**src/design/ctbs_pkg.sv**
```systemverilog
`timescale 1ns / 1ps
// Shared types and constants for the cumulative-table bin search block.
// Used by ctbs_ctrl, ctbs_dp and the top level; depends on nothing.
package ctbs_pkg;

  // Field widths
  localparam int unsigned IDX_W       = 8;
  localparam int unsigned VAL_W       = 32;
  localparam int unsigned BIN_W       = 8;
  localparam int unsigned IN_TDATA_W  = 80;
  localparam int unsigned OUT_TDATA_W = 8;

  // Default table depth
  localparam int unsigned TABLE_DEPTH_DEF = 256;

  // Request kinds carried in in_tuser
  localparam logic REQ_LOAD   = 1'b0;
  localparam logic REQ_SEARCH = 1'b1;

  // Source of the table read addresses
  typedef enum logic [1:0] {
    ADDR_FIRST,   // port A reads entry 1
    ADDR_CUR,     // ports read mid-1 and mid from the registered midpoint
    ADDR_NEXT     // ports read mid-1 and mid from the next midpoint
  } addr_sel_t;

  // Kind of result captured at the end of a search
  typedef enum logic [1:0] {
    RES_ONE,
    RES_MID,
    RES_MISS
  } res_kind_t;

  typedef struct packed {
    logic      start;
    logic      write;
    logic      step;
    addr_sel_t addr_sel;
    logic      res_load;
    res_kind_t res_kind;
    logic      out_load;
  } dp_cmd_t;

  typedef struct packed {
    logic first_hit;
    logic iter_hit;
    logic empty_cur;
    logic empty_nxt;
  } dp_sts_t;

endpackage

```
**src/design/ctbs_ctrl.sv**
```systemverilog
`timescale 1ns / 1ps
// Controller: sequences the first-bin check and the binary search steps,
// and owns the handshakes. Depends on ctbs_pkg.
module ctbs_ctrl (
  input  logic              clk,
  input  logic              rst_n,
  input  logic              in_tvalid,
  output logic              in_tready,
  input  logic              req_type,
  output logic              out_tvalid,
  input  logic              out_tready,
  input  ctbs_pkg::dp_sts_t sts,
  output ctbs_pkg::dp_cmd_t cmd
);

  typedef enum logic [1:0] {
    ST_IDLE,
    ST_CHECK,
    ST_SEARCH,
    ST_FINISH
  } state_t;

  state_t state_r, state_nxt;
  logic   out_valid_r, out_valid_nxt;
  logic   in_acc, slot_free;

  assign in_acc    = in_tvalid && (state_r == ST_IDLE);
  assign slot_free = !out_valid_r || out_tready;

  // Next state and commands
  always_comb begin
    state_nxt     = state_r;
    out_valid_nxt = out_valid_r && !out_tready;
    cmd           = '0;
    cmd.addr_sel  = ctbs_pkg::ADDR_FIRST;
    cmd.res_kind  = ctbs_pkg::RES_MISS;
    case (state_r)
      ST_IDLE: begin
        cmd.write = in_acc && (req_type == ctbs_pkg::REQ_LOAD);
        if (in_acc && (req_type == ctbs_pkg::REQ_SEARCH)) begin
          cmd.start = 1'b1;
          state_nxt = ST_CHECK;
        end
      end
      ST_CHECK: begin
        cmd.addr_sel = ctbs_pkg::ADDR_CUR;
        if (sts.first_hit) begin
          cmd.res_load = 1'b1;
          cmd.res_kind = ctbs_pkg::RES_ONE;
          state_nxt    = ST_FINISH;
        end else if (sts.empty_cur) begin
          cmd.res_load = 1'b1;
          state_nxt    = ST_FINISH;
        end else begin
          state_nxt = ST_SEARCH;
        end
      end
      ST_SEARCH: begin
        cmd.addr_sel = ctbs_pkg::ADDR_NEXT;
        if (sts.iter_hit) begin
          cmd.res_load = 1'b1;
          cmd.res_kind = ctbs_pkg::RES_MID;
          state_nxt    = ST_FINISH;
        end else if (sts.empty_nxt) begin
          cmd.res_load = 1'b1;
          state_nxt    = ST_FINISH;
        end else begin
          cmd.step = 1'b1;
        end
      end
      ST_FINISH: begin
        if (slot_free) begin
          cmd.out_load  = 1'b1;
          out_valid_nxt = 1'b1;
          state_nxt     = ST_IDLE;
        end
      end
      default: state_nxt = ST_IDLE;
    endcase
  end

  // Hold state and output valid
  always_ff @(posedge clk) begin
    if (!rst_n) begin
      state_r     <= ST_IDLE;
      out_valid_r <= 1'b0;
    end else begin
      state_r     <= state_nxt;
      out_valid_r <= out_valid_nxt;
    end
  end

  assign in_tready  = (state_r == ST_IDLE);
  assign out_tvalid = out_valid_r;

endmodule

```
**config.mk**
```make
export PLATFORM = sky130hd
export DESIGN_NAME = ctbs_ctrl
export DESIGN_NICKNAME = d
export VERILOG_FILES = /design/src/design/ctbs_pkg.sv /design/src/design/ctbs_ctrl.sv
export SDC_FILE = /design/constraint.sdc
export NUM_CORES = 1
export LEC_CHECK = 0
export BUFFER_PORTS_ARGS = -buffer_cell sky130_fd_sc_hd__clkbuf_2
export CORE_AREA = 2 2 39 41
export DETAILED_ROUTE_END_ITERATION = 16
export DIE_AREA = 0 0 41 43
export PLACE_DENSITY = 0.46
export SYNTH_ARGS = -nofsm -noshare
export SYNTH_HDL_FRONTEND = slang
export SYNTH_SLANG_ARGS = --single-unit
```
**constraint.sdc**
```tcl
create_clock -name clk -period 4.8 [get_ports clk]
set_clock_uncertainty 0.05 [all_clocks]
set_input_delay 0.48 -clock clk [delete_from_list [all_inputs] [get_ports clk]]
set_output_delay 0.48 -clock clk [all_outputs]
set_load 0.01 [all_outputs]
```
==> run summary <==
placed instance area: 389 sq um
most frequent cells in the layout: clkbuf_2 (19), inv_1 (4), o21a_1 (4), ha_1 (4)
DR WL/cell: 8.42 um
Final Hold Fails: 0
P_leak: 0.000223 uW
status: finished clean
top routing layer in use: met3
Worst Hold Slack: 0.463 ns
total track usage: 7.31%
Design Area, Final: 415 sq um
post-CTS setup buffers: 0
element type at the critical path end: primary output
CP max-delay cell: dfxtp_1
Hold Path Stages: 2
Slowest Stage Delay on Critical Path: 0.34 ns
DR DRC count: 0
commonest non-fill, non-tap cell in the layout: clkbuf_2
Worst Hold Endpoint: state_r[1]$_SDFFE_PN0P_
detailed-route via count: 310
worst reg2reg path startpoint: state_r[0]$_SDFFE_PN0P_
RSZ-0062 raised after global routing: false
Mapped Nets: 47
Max transition margin: 77.6%
pin count of the biggest net entering global routing: 6
Slew Limit Fails: 0
Syn Inst Count: 34
Fmax: 523 MHz
DR WL met3: 82 um
Clock Path Buffers: 2
Crit Reg-Reg Endpoint: state_r[0]$_SDFFE_PN0P_
post-route clock period utilization: 39.8%
Hold Path Origin: state_r[1]$_SDFFE_PN0P_
register-to-register setup slack: 2.97 ns
die area: 1760 sq um
Nets: 71
# resized after CTS: 0
top cell family by delay on the critical path: flip-flops
Synth Warn #: 0
post-layout util: 30.0%
routability cong.: 0.603
Metal-1 WL: 234 um
post-route ant nets: 0
Mapped Area: 274 sq um
flops & latches, synth: 3
clock buffer count from CTS: 3
Worst Hold Class: reg -> reg
Critical path buffers and inverters: 2
Core ar.: 1380 sq um
die height: 43 um
Routed WL: 615 um
arrival time at the worst endpoint: 1.38 ns
initial antenna violation count: 0
Synth Area per Inst: 8.06 sq um
Post-CTS Hold Buffers: 0
Congestion Overflow GR: 0
number of port buffers: 19
startpoint class of the critical path: register
Final Setup Violations: 0
CTS Sinks: 3
cells along the critical path: inv_1 > ha_1 > nor3b_1 > clkbuf_2
Required @ worst endpoint: 4.27 ns
Synth cell types: 17
number of max-cap violations: 0
vias in the first global route: 250
drt via density: 4.25
initial DRC count: 5
peak supply drop: 135 uV
setup TNS: 0 ns
HPWL after DPL: 539 um
area growth from synthesis to layout: 51.6%
register area share after synthesis: 21.9%
Clk Tree Root Cell: clkbuf_4
initial core utilization: 19.8%
Slew @ Worst Pin: 0.334 ns
Die W: 41 um
Stages on worst setup path: 4
DR WL met2: 297 um
power density cells: 503 nW/um^2
Reg2Reg Depth: 5
I/O pin cnt: 20
clock slew at reported path FFs: 0.03 ns
wire length of the first global-routing pass: 848 um
Setup Crit Path Kind: reg -> out
Diodes inserted: 0
CTS HTree Levels: 1
row cnt: 14
Max FO, Critical Path: 5
drt pass-1 iters: 2
share of cells above drive strength 1: 38.6%
CTS tree: done
worst skew pair latency: 0.23 ns
Final min period: 1.91 ns
==> routing by layer <==
layer  vias to the layer above  global-route usage, %
met5                         -                      0
met4                         0                   6.00
met3                         0                   3.14
met2                        15                   11.9
met1                       130                   6.39
li1                        165                      -
==> state kept, by name, indices dropped and copies added, names as in the netlist <==
name        count
state_r         2
out_tvalid      1
==> cell usage after synthesis <==
master	number	area share, %
and3_1	1	2.3
dfxtp_1	3	22
a32o_1	1	3.7
nor3b_1	1	2.7
or4_1	1	2.7
ha_1	4	18
nor2b_1	3	6.9
and3b_1	1	3.2
and2_1	1	2.3
a21boi_0	1	2.7
o221ai_1	1	3.2
nor3_1	1	1.8
nand2_1	3	4.1
mux2i_1	1	3.7
o21a_1	4	11
inv_1	4	5.5
nor2_1	3	4.1
==> report_power, final <==
part	switching [uW]	total [uW]	internal [uW]	leakage, uW
registers	8.53	41.3	32.7	0.0000246
logic	65.6	125	59.2	0.000184
clock network	12.1	43.1	31.1	0.0000150
total	86.1	209	123	0.000223
==> cells by family after synthesis <==
kind of cell	Yosys count	synth area share, %
AOI/OAI and AO/OA	7	20.6
and+or+nand+nor	15	30.1
muxes	1	3.65
adders and majority gates	4	18.3
DFF	3	21.9
buffers and inverters	4	5.48
==> worst min-delay path, stage by stage, from the launching register on <==
cell	delay [ns]
dfxtp_1	0.33
nand2_1	0.07
mux2i_1	0.06
==> worst max path at each step <==
| stage | start | to | slack, ns |
|---|---|---|---|
| 2_1_floorplan | state_r[0]$_SDFFE_PN0P_ | state_r[0]$_SDFFE_PN0P_ | 3.00 |
| 3_5_place_dp | state_r[0]$_SDFFE_PN0P_ | state_r[0]$_SDFFE_PN0P_ | 2.99 |
| 6_report | state_r[0]$_SDFFE_PN0P_ | cmd[6] | 2.89 |
| 3_3_place_gp | state_r[0]$_SDFFE_PN0P_ | state_r[0]$_SDFFE_PN0P_ | 3.01 |
| 4_1_cts | state_r[0]$_SDFFE_PN0P_ | cmd[6] | 2.88 |
| 5_1_grt | state_r[0]$_SDFFE_PN0P_ | cmd[6] | 2.78 |
==> cell type report <==
cell class / instances / area [sq um]
Clock buffer: 4 / 26.3
Fill cell: 164 / 968
Tap cell: 16 / 20.0
Inverter: 4 / 15.0
Timing Repair Buffer: 19 / 95.1
Multi-Input combinational cell: 27 / 199
Sequential cell: 3 / 60.1
==> stage by stage <==
step           cells  power [uW]  worst slack (ns)
4_1_cts           73         214              2.88
3_3_place_gp      69         170              3.01
5_1_grt           73         233              2.78
3_5_place_dp      69         169              2.99
2_1_floorplan     34         126              3.00
6_report          73         209              2.89
Note: power is estimated with default switching activity, not from simulation.
